[src/hdl/bfgb_pkg.sv]
`default_nettype none

package bfgb_pkg;

    localparam int MAX_CHAR_WIDTH  = 8;
    localparam int MAX_CHAR_HEIGHT = 8;
    localparam int GLYPH_COUNT     = 256;
    localparam int MAX_SCREEN_DIM  = 2048;

    localparam int STORE_DEPTH  = 16384;
    localparam int STORE_AW     = $clog2(STORE_DEPTH);
    localparam int GLYPH_SHIFT  = $clog2(GLYPH_COUNT);
    localparam int WORD_W       = 32;
    localparam int CODE_W       = 8;
    localparam int POS_W        = 16;
    localparam int FB_ADDR_W    = 22;
    localparam int COLOUR_BITS  = 24;

    // raw register widths
    localparam int CFG_CHAR_W   = 4;
    localparam int CFG_SCR_W    = 12;
    localparam int PADDR_W      = 4;
    localparam int PDATA_W      = 32;

    // clamped value widths
    localparam int CW_W  = $clog2(MAX_CHAR_WIDTH + 1);
    localparam int CH_W  = $clog2(MAX_CHAR_HEIGHT + 1);
    localparam int SCR_W = $clog2(MAX_SCREEN_DIM + 1);
    localparam int COL_W = (MAX_CHAR_WIDTH > 1) ? $clog2(MAX_CHAR_WIDTH) : 1;
    localparam int ROW_W = (MAX_CHAR_HEIGHT > 1) ? $clog2(MAX_CHAR_HEIGHT) : 1;

    localparam int QUEUE_DEPTH = 2;
    localparam int QPTR_W      = (QUEUE_DEPTH > 1) ? $clog2(QUEUE_DEPTH) : 1;
    localparam int QCNT_W      = $clog2(QUEUE_DEPTH + 1);

    localparam logic OP_LOAD = 1'b0;
    localparam logic OP_DRAW = 1'b1;

    typedef enum logic [1:0] {
        REG_CHAR_WIDTH    = 2'd0,
        REG_CHAR_HEIGHT   = 2'd1,
        REG_SCREEN_WIDTH  = 2'd2,
        REG_SCREEN_HEIGHT = 2'd3
    } reg_idx_t;

    localparam logic [CFG_CHAR_W-1:0] RST_CHAR_WIDTH    = CFG_CHAR_W'(8);
    localparam logic [CFG_CHAR_W-1:0] RST_CHAR_HEIGHT   = CFG_CHAR_W'(8);
    localparam logic [CFG_SCR_W-1:0]  RST_SCREEN_WIDTH  = CFG_SCR_W'(640);
    localparam logic [CFG_SCR_W-1:0]  RST_SCREEN_HEIGHT = CFG_SCR_W'(480);

    typedef enum logic {
        BK_IDLE,
        BK_DRAW
    } bk_state_t;

    // clamped configuration seen by front and back
    typedef struct packed {
        logic [CW_W-1:0]  cw;
        logic [CH_W-1:0]  ch;
        logic [SCR_W-1:0] sw;
        logic [SCR_W-1:0] sh;
    } cfg_t;

    // one queued item
    typedef struct packed {
        logic                    is_draw;
        logic [STORE_AW-1:0]     font_index;
        logic [WORD_W-1:0]       font_word;
        logic [CODE_W-1:0]       code;
        logic signed [POS_W-1:0] cur_x;
        logic signed [POS_W-1:0] cur_y;
        logic                    use_colour;
        logic [WORD_W-1:0]       colour;
    } job_t;

    function automatic logic [CW_W-1:0] clamp_cw(input logic [CFG_CHAR_W-1:0] raw);
        logic [CW_W-1:0] res;
        if (raw == '0)
            res = CW_W'(1);
        else if (32'(raw) > MAX_CHAR_WIDTH)
            res = CW_W'(MAX_CHAR_WIDTH);
        else
            res = CW_W'(raw);
        return res;
    endfunction

    function automatic logic [CH_W-1:0] clamp_ch(input logic [CFG_CHAR_W-1:0] raw);
        logic [CH_W-1:0] res;
        if (raw == '0)
            res = CH_W'(1);
        else if (32'(raw) > MAX_CHAR_HEIGHT)
            res = CH_W'(MAX_CHAR_HEIGHT);
        else
            res = CH_W'(raw);
        return res;
    endfunction

    function automatic logic [SCR_W-1:0] clamp_scr(input logic [CFG_SCR_W-1:0] raw);
        logic [SCR_W-1:0] res;
        if (raw == '0)
            res = SCR_W'(1);
        else if (32'(raw) > MAX_SCREEN_DIM)
            res = SCR_W'(MAX_SCREEN_DIM);
        else
            res = SCR_W'(raw);
        return res;
    endfunction

endpackage

`default_nettype wire

[src/hdl/bfgb_front.sv]
`default_nettype none

module bfgb_front (
    input  wire logic                            clk,
    input  wire logic                            rst_n,
    input  wire bfgb_pkg::cfg_t                  cfg,
    input  wire logic                            accept,
    input  wire logic                            op,
    input  wire logic [bfgb_pkg::STORE_AW-1:0]   font_index,
    input  wire logic [bfgb_pkg::WORD_W-1:0]     font_word,
    input  wire logic [bfgb_pkg::CODE_W-1:0]     char_code,
    input  wire logic                            first_char,
    input  wire logic signed [bfgb_pkg::POS_W-1:0] pos_x,
    input  wire logic signed [bfgb_pkg::POS_W-1:0] pos_y,
    input  wire logic                            use_colour,
    input  wire logic [bfgb_pkg::WORD_W-1:0]     colour,
    output bfgb_pkg::job_t                       job
);

    logic signed [bfgb_pkg::POS_W-1:0] cursor_x_reg, cursor_x_next;
    logic signed [bfgb_pkg::POS_W-1:0] cursor_y_reg, cursor_y_next;
    logic signed [bfgb_pkg::POS_W-1:0] start_x, start_y;
    logic signed [bfgb_pkg::POS_W:0]   adv_x;

    always_comb
    begin
        start_x = first_char ? pos_x : cursor_x_reg;
        start_y = first_char ? pos_y : cursor_y_reg;
        adv_x   = {start_x[bfgb_pkg::POS_W-1], start_x}
                  + $signed({1'b0, (bfgb_pkg::POS_W)'(cfg.cw)});
        // only the upper limit can be crossed, the step is positive
        if (adv_x > $signed({2'b00, {(bfgb_pkg::POS_W-1){1'b1}}}))
            cursor_x_next = $signed({1'b0, {(bfgb_pkg::POS_W-1){1'b1}}});
        else
            cursor_x_next = adv_x[bfgb_pkg::POS_W-1:0];
        cursor_y_next = start_y;
    end

    always_ff @(posedge clk or negedge rst_n)
    begin
        if (!rst_n)
        begin
            cursor_x_reg <= '0;
            cursor_y_reg <= '0;
        end
        else if (accept && op == bfgb_pkg::OP_DRAW)
        begin
            cursor_x_reg <= cursor_x_next;
            cursor_y_reg <= cursor_y_next;
        end
    end

    always_comb
    begin
        job.is_draw    = (op == bfgb_pkg::OP_DRAW);
        job.font_index = font_index;
        job.font_word  = font_word;
        job.code       = char_code;
        job.cur_x      = start_x;
        job.cur_y      = start_y;
        job.use_colour = use_colour;
        job.colour     = colour;
    end

endmodule

`default_nettype wire

[config.mk]
export PLATFORM = sky130hd
export DESIGN_NAME = bfgb_front
export DESIGN_NICKNAME = d
export VERILOG_FILES = /design/src/hdl/bfgb_pkg.sv /design/src/hdl/bfgb_front.sv
export SDC_FILE = /design/constraint.sdc
export NUM_CORES = 1
export LEC_CHECK = 0
export ABC_AREA = 1
export BUFFER_PORTS_ARGS = -buffer_cell sky130_fd_sc_hd__buf_2
export CORE_AREA = 2 2 107 109
export DETAILED_ROUTE_END_ITERATION = 6
export DIE_AREA = 0 0 109 111
export MAX_ROUTING_LAYER = met4
export PLACE_DENSITY = 0.69
export SKIP_CTS_REPAIR_TIMING = 1
export SYNTH_ARGS = -nofsm -noshare
export SYNTH_HDL_FRONTEND = slang
export SYNTH_SLANG_ARGS = --single-unit
[constraint.sdc]
create_clock -name clk -period 2.35 [get_ports clk]
set_input_delay 0.3525 -clock clk [delete_from_list [all_inputs] [get_ports clk]]
set_output_delay 0.3525 -clock clk [all_outputs]
set_load 0.05 [all_outputs]
Yosys cells after proc, flatten, opt, wreduce, memory -nomap -nowiden:

Cells that the tools add are included.

* register bits: 32
* bits of input ports: 156
* output and inout port bits: 120
* word-level logic and storage cells: 8

* $add $sub $neg: 1
* $lt $le $gt $ge: 1
* mux-type cells: 3
* reduce and logical (&&, ||, !) cells: 1

Operator list (count)
* $mux W16: 3
* $add A16 B5 Y17: 1
* $gt A17 B16 Y1 const B: 1
* $logic_and A1 B1 Y1: 1

Depth between registers and ports, before layout:

* depth in word-level cells: 4
* mapped depth: 17
* depth with buffers taken out: 14

Worst setup path after synthesis:

No wires, ideal clock.

* path kind: input -> register
* from: input port first_char
* to: register cursor_x_reg[12] (netlist name)
* setup time: 122 ps
* data arrival time: 2978 ps
* data required time: 2228 ps
* setup slack: -750 ps
* stages: 17
* path buffers: 5
* cells stage by stage: buf_6 > buf_4 > buf_2 > clkbuf_1 > nand2_1 > nand2_1 > ha_1 > fa_1 > inv_1 > nor2_1 > nor2_1 > nor2_2 > nand2_1 > nand2_1 > nand3_4 > buf_6 > a21oi_2

RTL lines
* start: declaration: line bfgb_front.sv:12 `input wire logic first_char,`
* end signal: assignment: line bfgb_front.sv:48 `cursor_x_reg <= cursor_x_next;`
* end: declaration: line bfgb_front.sv:20 `logic signed [bfgb_pkg::POS_W-1:0] cursor_x_reg, cursor_x_next;`

Worst setup path in the final report:

* from: register cursor_x_reg[0] (netlist name)
* to: register cursor_x_reg[10] (netlist name)

* word-level cells in the longest chain between the ends: 4

RTL lines
* $mux W16 *: line bfgb_front.sv:27 `start_x = first_char ? pos_x : cursor_x_reg;`
* $add A16 B5 Y17 *: line bfgb_front.sv:30 `+ $signed({1'b0, (bfgb_pkg::POS_W)'(cfg.cw)});`
* $gt A17 B16 Y1: line bfgb_front.sv:32 `if (adv_x > $signed({2'b00, {(bfgb_pkg::POS_W-1){1'b1}}}))`
* $mux W16 *: line bfgb_front.sv:32

Mark *: on every way between the ends. The rest lies on a longest branch, timed or not.
A chain may end at the register's enable or synchronous reset.

==> impl_metrics.toml <==
[outcome]
status = "completed"

[sta]
finalSetupViolCount = 0
rsz0062_at_grt = "no"
max_slew_margin = 0.497
hold_viol_final = 0
setup_slack_ps = 150
period_minus_slack_ps = 2200
max_freq_mhz = 455
slew_violations = 0
post-route-period-util = 0.936
tightestPinTransition_ps = 755
skew_ps = 6.80

[finish]
n_antenna_cell = 0
nets = 611
drive_above_1_share = 0.298
fin_cells = 593
fin_util = 0.288
area_growth_pct = 4.55

[logic_synthesis]
synth_top_family_by_area = "buffers and inverters"
synth_fa_ha_area_frac = 0.0230
synth_area_mm2 = 0.00305
synth_area_leaders = "dfrtp_1, buf_4, nand2_1"
seq_area_frac_synth = 0.262
synth-xor-area-share = 0.0144
ys_ff_latch = 32
yosysTopAreaCell = "dfrtp_1"
synthCells = 461
synth_cell_types = 23
synth-simple-area-share = 0.285
syn_avg_cell_area_um2 = 6.62
syn-num-nets = 622
ys_warn_count = 0
synth_top_area_frac = 0.262
synth_compound_area_frac = 0.107
synthMuxAreaShare = 0

[worst_setup_path]
path_cells = "nand2_1 -> nand2_8 -> ha_4 -> fa_2 -> inv_1 -> nor2_1 -> nor2_2 -> nor2_2 -> nand2_1 -> nand2_2 -> nand3_4 -> a21oi_1"
critPathLaunch = "cursor_x_reg[0]"
path_class = "register to register"
end_kind = "register"
cp-start-kind = "register"
r2r-start = "cursor_x_reg[0]"
worst_path_max_delay_cell = "dfrtp_1"
arrival_ps = 2340
crit_required_ps = 2490
ff2ff_setup_slack_ps = 150
max_stage_delay_ps = 370
rr_worst_depth = 12
crit_end = "cursor_x_reg[10]"
path_max_fanout = 15
reg2reg_to = "cursor_x_reg[10]"

[cts]
clkTransAtPathRegs_ps = 60
root_buffer = "clkbuf_16"
ctsLongestPathBuffers = 2
clk_latency_ps = 270
numCtsBuffers = 5
cts_sinks = 32
htree_levels = 2
cts_tree = "yes"

[die]
rows = 39
design.die.area_mm2 = 0.0121
pin_count = 276
initial_core_util = 0.275
die_w_um = 109
die_y_um = 111
core-area_mm2 = 0.0111

[detailed_routing]
drtAntennaViolNets = 0
first_pass_iters = 4
drt_iter0_markers = 80
viasPerCell = 4.28
vias = 2541
drc = 0
wl_per_cell_um = 11.5
wl_mm = 6.82

[pwr]
irDropWorstVdd_v = 0.000303
p_leak_nw = 1.69
power_density_mw_per_mm2 = 736

[global_route]
antenna_found_initial = 0
grt_start_max_net_pins = 44
grt-ovfl-total = 0
grt_pass1_wl_mm = 11.3
grt_usage = 0.119
first_global_vias = 2420

[place]
port_buffers = 73
routabilityCongestion = 0.796
dp_hpwl_mm = 5.25
dp_cells = 586
place_ws_ps = -39.9

[run]
max_cap_viol_count = 0

[worst_hold_path]
hold_class = "input port to async pin"
-- routing by layer --
metal,up-vias,track usage,part of all wire
li1,1297,-,-
met1,1137,0.142,0.44
met2,69,0.183,0.44
met3,38,0.0282,0.069
met4,0,0.0667,0.048
met5,-,-,0
-- Yosys cell counts (all sizes together) --
cell	instances
a21oi	19
buf	97
clkbuf	7
dfrtp	32
fa	1
ha	4
inv	48
nand2	145
nand3	14
nand4	3
nor2	48
o21ai	38
xor2	5
-- how the worst min path moves through the flow --
stage	end
after global placement	cursor_x_reg[15]
after detailed placement	cursor_y_reg[3]
after global routing	cursor_x_reg[12]
after CTS	cursor_x_reg[12]
final	cursor_x_reg[12]
after floorplan	cursor_x_reg[0]
-- where the power goes --
part           internal, mW  switching [mW]
combinational         0.298           0.680
clock                 0.444           0.225
sequential            0.654          0.0456
total                  1.40           0.951
-- critical path: cells and delay by family, from the launching register on --
kind,cells,cell delay (ps)
DFF,1,370
and+or+nand+nor,8,1020
buffers and inverters,1,70
adders and majority gates,2,510
AOI/OAI and AO/OA,1,110
-- area by class of cell --
class | count | area (µm²)
fill | 1260 | 7890
timing repair buffer | 86 | 475
tap | 143 | 179
inverter | 48 | 183
sequential | 32 | 801
multi-input combinational | 277 | 1400
clock buffer | 7 | 153
-- cell usage in the layout, fill, tap and decap left out, types with 9 or more instances in the layout --
| master | instances |
|---|---|
| o21ai_0 | 34 |
| inv_1 | 47 |
| a21oi_2 | 10 |
| dfrtp_1 | 32 |
| buf_4 | 12 |
| nand3_1 | 13 |
| nand2_1 | 130 |
| a21oi_1 | 9 |
| buf_2 | 73 |
| nor2_2 | 9 |
| nand2_2 | 10 |
| nor2_1 | 39 |
-- per-stage QoR --
| step | cell area (µm²) | power [mW] | TNS (ps) | hold slack, ps |
|---|---|---|---|---|
| final | 3190 | 2.35 | 0 | 149 |
| after detailed placement | 3040 | 1.69 | -184 | 484 |
| after global placement | 3040 | 1.68 | -118 | 474 |
| after global routing | 3190 | 2.53 | 0 | 219 |
| after floorplan | 3170 | 1.86 | -1140 | 56.9 |
| after CTS | 3190 | 2.38 | 0 | 185 |
-- kinds of logic after synthesis --
group | count (synthesis)
fa+ha+maj | 5
simple gates | 210
xor+xnor | 5
flops | 32
buf+inv | 152
compound gates | 57
Note: power is estimated with default switching activity, not from simulation.
