File: config.mk
export PLATFORM = sky130hd
export DESIGN_NAME = bfgb_queue
export DESIGN_NICKNAME = d
export VERILOG_FILES = /design/src/hdl/bfgb_pkg.sv /design/src/hdl/bfgb_queue.sv
export SDC_FILE = /design/constraint.sdc
export NUM_CORES = 1
export LEC_CHECK = 0
export ABC_AREA = 1
export BUFFER_PORTS_ARGS = -buffer_cell sky130_fd_sc_hd__buf_4
export CAP_MARGIN = 20
export CELL_PAD_IN_SITES_DETAIL_PLACEMENT = 1
export CELL_PAD_IN_SITES_GLOBAL_PLACEMENT = 1
export CORE_AREA = 4 4 140 155
export DETAILED_ROUTE_END_ITERATION = 16
export DIE_AREA = 0 0 144 159
export PLACE_DENSITY_LB_ADDON = 0.1
export SLEW_MARGIN = 25
export SYNTH_ARGS = -nofsm -noshare
export SYNTH_HDL_FRONTEND = slang
export SYNTH_SLANG_ARGS = --single-unit
File: constraint.sdc
create_clock -name clk -period 10.6 [get_ports clk]
set_input_delay 1.59 -clock clk [delete_from_list [all_inputs] [get_ports clk]]
set_output_delay 1.59 -clock clk [all_outputs]
set_load 0.03 [all_outputs]
File: src/hdl/bfgb_pkg.sv
`default_nettype none

package bfgb_pkg;

    localparam int MAX_CHAR_WIDTH  = 8;
    localparam int MAX_CHAR_HEIGHT = 8;
    localparam int GLYPH_COUNT     = 256;
    localparam int MAX_SCREEN_DIM  = 2048;

    localparam int STORE_DEPTH  = 16384;
    localparam int STORE_AW     = $clog2(STORE_DEPTH);
    localparam int GLYPH_SHIFT  = $clog2(GLYPH_COUNT);
    localparam int WORD_W       = 32;
    localparam int CODE_W       = 8;
    localparam int POS_W        = 16;
    localparam int FB_ADDR_W    = 22;
    localparam int COLOUR_BITS  = 24;

    // raw register widths
    localparam int CFG_CHAR_W   = 4;
    localparam int CFG_SCR_W    = 12;
    localparam int PADDR_W      = 4;
    localparam int PDATA_W      = 32;

    // clamped value widths
    localparam int CW_W  = $clog2(MAX_CHAR_WIDTH + 1);
    localparam int CH_W  = $clog2(MAX_CHAR_HEIGHT + 1);
    localparam int SCR_W = $clog2(MAX_SCREEN_DIM + 1);
    localparam int COL_W = (MAX_CHAR_WIDTH > 1) ? $clog2(MAX_CHAR_WIDTH) : 1;
    localparam int ROW_W = (MAX_CHAR_HEIGHT > 1) ? $clog2(MAX_CHAR_HEIGHT) : 1;

    localparam int QUEUE_DEPTH = 2;
    localparam int QPTR_W      = (QUEUE_DEPTH > 1) ? $clog2(QUEUE_DEPTH) : 1;
    localparam int QCNT_W      = $clog2(QUEUE_DEPTH + 1);

    localparam logic OP_LOAD = 1'b0;
    localparam logic OP_DRAW = 1'b1;

    typedef enum logic [1:0] {
        REG_CHAR_WIDTH    = 2'd0,
        REG_CHAR_HEIGHT   = 2'd1,
        REG_SCREEN_WIDTH  = 2'd2,
        REG_SCREEN_HEIGHT = 2'd3
    } reg_idx_t;

    localparam logic [CFG_CHAR_W-1:0] RST_CHAR_WIDTH    = CFG_CHAR_W'(8);
    localparam logic [CFG_CHAR_W-1:0] RST_CHAR_HEIGHT   = CFG_CHAR_W'(8);
    localparam logic [CFG_SCR_W-1:0]  RST_SCREEN_WIDTH  = CFG_SCR_W'(640);
    localparam logic [CFG_SCR_W-1:0]  RST_SCREEN_HEIGHT = CFG_SCR_W'(480);

    typedef enum logic {
        BK_IDLE,
        BK_DRAW
    } bk_state_t;

    // clamped configuration seen by front and back
    typedef struct packed {
        logic [CW_W-1:0]  cw;
        logic [CH_W-1:0]  ch;
        logic [SCR_W-1:0] sw;
        logic [SCR_W-1:0] sh;
    } cfg_t;

    // one queued item
    typedef struct packed {
        logic                    is_draw;
        logic [STORE_AW-1:0]     font_index;
        logic [WORD_W-1:0]       font_word;
        logic [CODE_W-1:0]       code;
        logic signed [POS_W-1:0] cur_x;
        logic signed [POS_W-1:0] cur_y;
        logic                    use_colour;
        logic [WORD_W-1:0]       colour;
    } job_t;

    function automatic logic [CW_W-1:0] clamp_cw(input logic [CFG_CHAR_W-1:0] raw);
        logic [CW_W-1:0] res;
        if (raw == '0)
            res = CW_W'(1);
        else if (32'(raw) > MAX_CHAR_WIDTH)
            res = CW_W'(MAX_CHAR_WIDTH);
        else
            res = CW_W'(raw);
        return res;
    endfunction

    function automatic logic [CH_W-1:0] clamp_ch(input logic [CFG_CHAR_W-1:0] raw);
        logic [CH_W-1:0] res;
        if (raw == '0)
            res = CH_W'(1);
        else if (32'(raw) > MAX_CHAR_HEIGHT)
            res = CH_W'(MAX_CHAR_HEIGHT);
        else
            res = CH_W'(raw);
        return res;
    endfunction

    function automatic logic [SCR_W-1:0] clamp_scr(input logic [CFG_SCR_W-1:0] raw);
        logic [SCR_W-1:0] res;
        if (raw == '0)
            res = SCR_W'(1);
        else if (32'(raw) > MAX_SCREEN_DIM)
            res = SCR_W'(MAX_SCREEN_DIM);
        else
            res = SCR_W'(raw);
        return res;
    endfunction

endpackage

`default_nettype wire

File: src/hdl/bfgb_queue.sv
`default_nettype none

module bfgb_queue (
    input  wire logic           clk,
    input  wire logic           rst_n,
    input  wire logic           push,
    input  wire bfgb_pkg::job_t push_job,
    output logic                full,
    input  wire logic           pop,
    output logic                head_valid,
    output bfgb_pkg::job_t      head
);

    bfgb_pkg::job_t slot_reg [bfgb_pkg::QUEUE_DEPTH];
    logic [bfgb_pkg::QPTR_W-1:0] wr_ptr_reg, wr_ptr_next;
    logic [bfgb_pkg::QPTR_W-1:0] rd_ptr_reg, rd_ptr_next;
    logic [bfgb_pkg::QCNT_W-1:0] count_reg, count_next;

    always_comb
    begin
        full       = (count_reg == bfgb_pkg::QCNT_W'(bfgb_pkg::QUEUE_DEPTH));
        head_valid = (count_reg != '0);
        head       = slot_reg[rd_ptr_reg];

        if (wr_ptr_reg == bfgb_pkg::QPTR_W'(bfgb_pkg::QUEUE_DEPTH - 1))
            wr_ptr_next = '0;
        else
            wr_ptr_next = wr_ptr_reg + 1'b1;

        if (rd_ptr_reg == bfgb_pkg::QPTR_W'(bfgb_pkg::QUEUE_DEPTH - 1))
            rd_ptr_next = '0;
        else
            rd_ptr_next = rd_ptr_reg + 1'b1;

        count_next = count_reg;
        if (push && !pop)
            count_next = count_reg + 1'b1;
        else if (pop && !push)
            count_next = count_reg - 1'b1;
    end

    always_ff @(posedge clk or negedge rst_n)
    begin
        if (!rst_n)
        begin
            wr_ptr_reg <= '0;
            rd_ptr_reg <= '0;
            count_reg  <= '0;
        end
        else
        begin
            if (push)
                wr_ptr_reg <= wr_ptr_next;
            if (pop)
                rd_ptr_reg <= rd_ptr_next;
            count_reg <= count_next;
        end
    end

    always_ff @(posedge clk)
    begin
        if (push)
            slot_reg[wr_ptr_reg] <= push_job;
    end

endmodule

`default_nettype wire

After elaboration in Yosys (flattened, before gate mapping) --
Memories as Yosys holds them, arrays and structs flattened. Cells that the tools add are included.
Operators by class: $add $sub $neg 4, equal/unequal tests 1, mux-type cells 6, reduce and logical (&&, ||, !) cells 6
Operator list (count):
- 1-bit 2-to-1 mux | 4
- 2-bit 2-to-1 mux | 2
- 2-bit nonzero test | 2
- 1-bit adder (second input constant) | 2
- 2-bit by 1-bit adder with 2-bit output (second input constant) | 1
- 2-bit == test (second input constant) | 1
- 1-bit logical AND | 2
- 1-bit logical NOT | 2
- 2-bit by 1-bit subtractor with 2-bit output (second input constant) | 1
Word-level totals: register bits after elaboration 4, bits in writable memories 240, input bits 124, output and inout port bits 122, memories kept 1
Memory list:
- slot_reg | words 2, bits a word 120, read ports 1, clocked after Yosys merged registers in 0, wr ports 1, RTL line bfgb_queue.sv:14 | bfgb_pkg::job_t slot_reg [bfgb_pkg::QUEUE_DEPTH];

Logic depth before layout (Yosys ltp) --
depth after elaboration 4, depth in mapped cells 7, gate-level depth less buffers 7

Worst setup path after synthesis --
OpenSTA, ideal clock, no wires.
kind input port to flip-flop, start point in push, end point mem slot_reg[0][0] (netlist bit), enable pin, library setup time 0.604 ns, arrival 6.650 ns, slack 3.346 ns, cell stages on the path 2, cell sequence inv_1 > nor2_1
On the way: cells in the longest elaborated chain, start to end 2
Ends and longest elaborated chain:
- from (decl) | RTL line bfgb_queue.sv:6 | input wire logic push,
- 1-bit 2-to-1 mux | RTL line bfgb_queue.sv:62 | if (push)
- 1-bit 2-to-1 mux (implied by the code) | RTL line bfgb_queue.sv:63 | slot_reg[wr_ptr_reg] <= push_job;
- to (decl) | RTL line bfgb_queue.sv:14
No other way between the ends.

==> results.sh <==
export IMPL_crit_path_end_kind="output port"
export IMPL_die_y_um=159
export IMPL_synth_compound_area_share_pct=0
export IMPL_worst_slew_pin_slew_ns=0.951
export IMPL_yosysTopAreaCell="edfxtp_1"
export IMPL_ir_drop_mv=0.155
export IMPL_num_antenna_cells=0
export IMPL_synthXorXnorAreaFrac_pct=0.296
export IMPL_ys_ff_latch=244
export IMPL_hp_class="flip-flop to flip-flop"
export IMPL_dieArea_mm2=0.0229
export IMPL_first_global_vias=4904
export IMPL_finalCriticalPeriod_ns=4.49
export IMPL_fin_total_pwr_uw=3370
export IMPL_die_w_um=144
export IMPL_postRouteAntennaNets=0
export IMPL_hold_viol_final=0
export IMPL_drtIter0Drc=153
export IMPL_holdBufCountCts=0
export IMPL_crit_path_frequent_cell="buf_4"
export IMPL_core_area_mm2=0.0199
export IMPL_avgViaCountPerCell=4.89
export IMPL_clock_sinks=244
export IMPL_initial_core_util_pct=44.6
export IMPL_crit_path_cell_trace="buf_4 -> mux2_2 -> buf_4"
export IMPL_synth_area_mm2=0.00889
export IMPL_p_leak_uw=0.00441
export IMPL_ctsHtreeMaxLevel=1
export IMPL_crit_slowest_cell="dfrtp_4"
export IMPL_postSynthCellCount=398
export IMPL_drive_gt1_share_pct=59.2
export IMPL_grt_overflow_total=0
export IMPL_async_reset_ff_share_pct=1.64
export IMPL_ys_seq_area_share_pct=82.2
export IMPL_muxShareOfSynthArea_pct=15.2
export IMPL_ys_flop_type="edfxtp_1"
export IMPL_critPathKind="flip-flop to output port"
export IMPL_p_int_uw=2230
export IMPL_grt_setup_unrepaired="false"
export IMPL_syn2layout_area_growth_pct=31.8
export IMPL_num_io_pins=246
export IMPL_post_cts_buffers=0
export IMPL_setup_viol=0
export IMPL_syn_num_nets=523
export IMPL_p_switching_uw=1140
export IMPL_power_frac_comb_pct=36.6
export IMPL_cts_tree="yes"
export IMPL_grt_usage_pct=15.5
export IMPL_finClkSkew_ns=0.00631
export IMPL_synth_area_per_cell_um2=22.3
export IMPL_p_sw_share_pct=33.9
export IMPL_largest_reg_flops=240
export IMPL_clk_pin_slew_ns=0.06
export IMPL_hold_slack_ns=0.486
export IMPL_place_inst=886
export IMPL_synth_edf_count=240
export IMPL_portBuffers=245
export IMPL_yosys_area_share_simple_pct=0.465
export IMPL_post_route_period_util_pct=42.3
export IMPL_fin_util_pct=58.8
export IMPL_cts_made_buffers=25
export IMPL_cp_required_ns=9.01
export IMPL_antenna_found_initial=0
export IMPL_fin_nets=787
export IMPL_worstHoldPathCells=2
export IMPL_worstPathMaxFanout=70
export IMPL_wl_um=18700
export IMPL_status="finished clean"
export IMPL_clockBufferDepth=3
export IMPL_critPathMaxStageDelay_ns=0.90
export IMPL_netlist_top_cells_area="edfxtp_1 81%, mux2_2 15%, buf_6 1.1%"
export IMPL_grt_max_degree=76
export IMPL_synth_top_area_share_pct=81.1
export IMPL_clock_latency_ns=0.49
export IMPL_n_fill_cell=1780
export IMPL_routabilityCongestion=0.702
export IMPL_root_buffer="clkbuf_16"
export IMPL_synth_most_common_cell="edfxtp_1"
export IMPL_drtPass1Iterations=4
export IMPL_row_count=54
export IMPL_arrival_ns=2.90
export IMPL_synth_top_family_by_area="multiplexers"
export IMPL_dp_hpwl_um=12500
export IMPL_reg2reg_depth=4
export IMPL_slew_violations=0
export IMPL_fin_cells=929
export IMPL_clkPwrFrac_pct=23.0
export IMPL_max_clock_freq_mhz=223
export IMPL_seq_power_share_pct=40.4
export IMPL_via_count=4544
export IMPL_synth_common_cells="240 x edfxtp_1, 120 x mux2_2, 9 x buf_6"
export IMPL_maxSlewHeadroom_pct=36.6
export IMPL_synth_fa_ha_area_share_pct=0.141
export IMPL_cts_resized=0
export IMPL_setup_tns_final_ns=0
export IMPL_ys_types=14
export IMPL_synth_warnings=0
export IMPL_drc=0
export IMPL_p_per_area_mw_per_mm2=288
export IMPL_grt_pass1_wl_um=27600
export IMPL_avgRoutedWirePerCell_um=20.1
export IMPL_maxCapViolCount=0
export IMPL_cp_start_kind="flip-flop"
[metrics by stage]
stage	area [um2]	worst slack (ns)
finish	11700	6.11
detailed placement	11000	6.58
CTS	11700	6.04
global placement	11000	6.60
global route	11700	5.95
floorplan	8890	3.35
[final cells by class]
class / instances / area, um2 / share of cell area (%)
clock buffers: 32 / 652 / 5.57
clock inverters: 10 / 66.3 / 0.566
inverters: 7 / 28.8 / 0.246
multi-input cells: 134 / 1440 / 12.3
flip-flops and latches: 244 / 7310 / 62.4
well taps: 252 / 315 / 2.69
repair buffers: 250 / 1900 / 16.2
[cell families (layout without fill, tap and decap cells)]
family | Yosys count | after routing
xor+xnor | 3 | 3
fa+ha+maj | 1 | 1
mux | 120 | 120
flops | 244 | 244
buf+inv | 20 | 299
simple gates | 10 | 10
[worst max-delay path, delay by kind of cell, from the launching register on]
kind	cells	cell delay, ns
multiplexers	1	0.43
flip-flops	1	0.90
buffers and inverters	2	1.01
[layer usage]
| layer | GRT usage, % | share of wire, % | vias to the layer above |
|---|---|---|---|
| met5 | 0 | 0 | - |
| met4 | 3.08 | 1.2 | 0 |
| met3 | 5.26 | 9.2 | 20 |
| met2 | 27.3 | 52 | 165 |
| met1 | 18.4 | 37 | 2265 |
| li1 | - | - | 2094 |
[path summary, 6_finish.rpt]
kind | start | to | slack, ns
max in group asynchronous | rst_n | rd_ptr_reg | 9.60
min in group asynchronous | rst_n | count_reg[0] | 0.88
min reg2reg | count_reg[1] | count_reg[1] | 0.49
max reg2reg | wr_ptr_reg | slot_reg[1][1] | 8.47
min | count_reg[1] | count_reg[1] | 0.49
max | rd_ptr_reg | head[8] | 6.11
[power groups by stage]
stage / Clock [uW] / Combinational (uW) / Sequential (uW)
6_report: 777 / 1230 / 1360
5_1_grt: 854 / 1300 / 1380
4_1_cts: 803 / 1250 / 1370
3_5_place_dp: 0 / 1240 / 1390
3_3_place_gp: 0 / 1230 / 1370
2_1_floorplan: 0 / 859 / 1360
[cell usage in the layout, fill, tap and decap left out, drive strengths merged]
cell type  count
edfxtp       240
xnor2          1
nand4          1
buf          250
nand3          1
ha             1
clkinv         9
nand2          6
inv            7
bufinv         1
dfrtp          4
xor2           2
nor2           2
clkbuf        32
mux2         120
No activity file was read; power rests on OpenSTA's default activity.
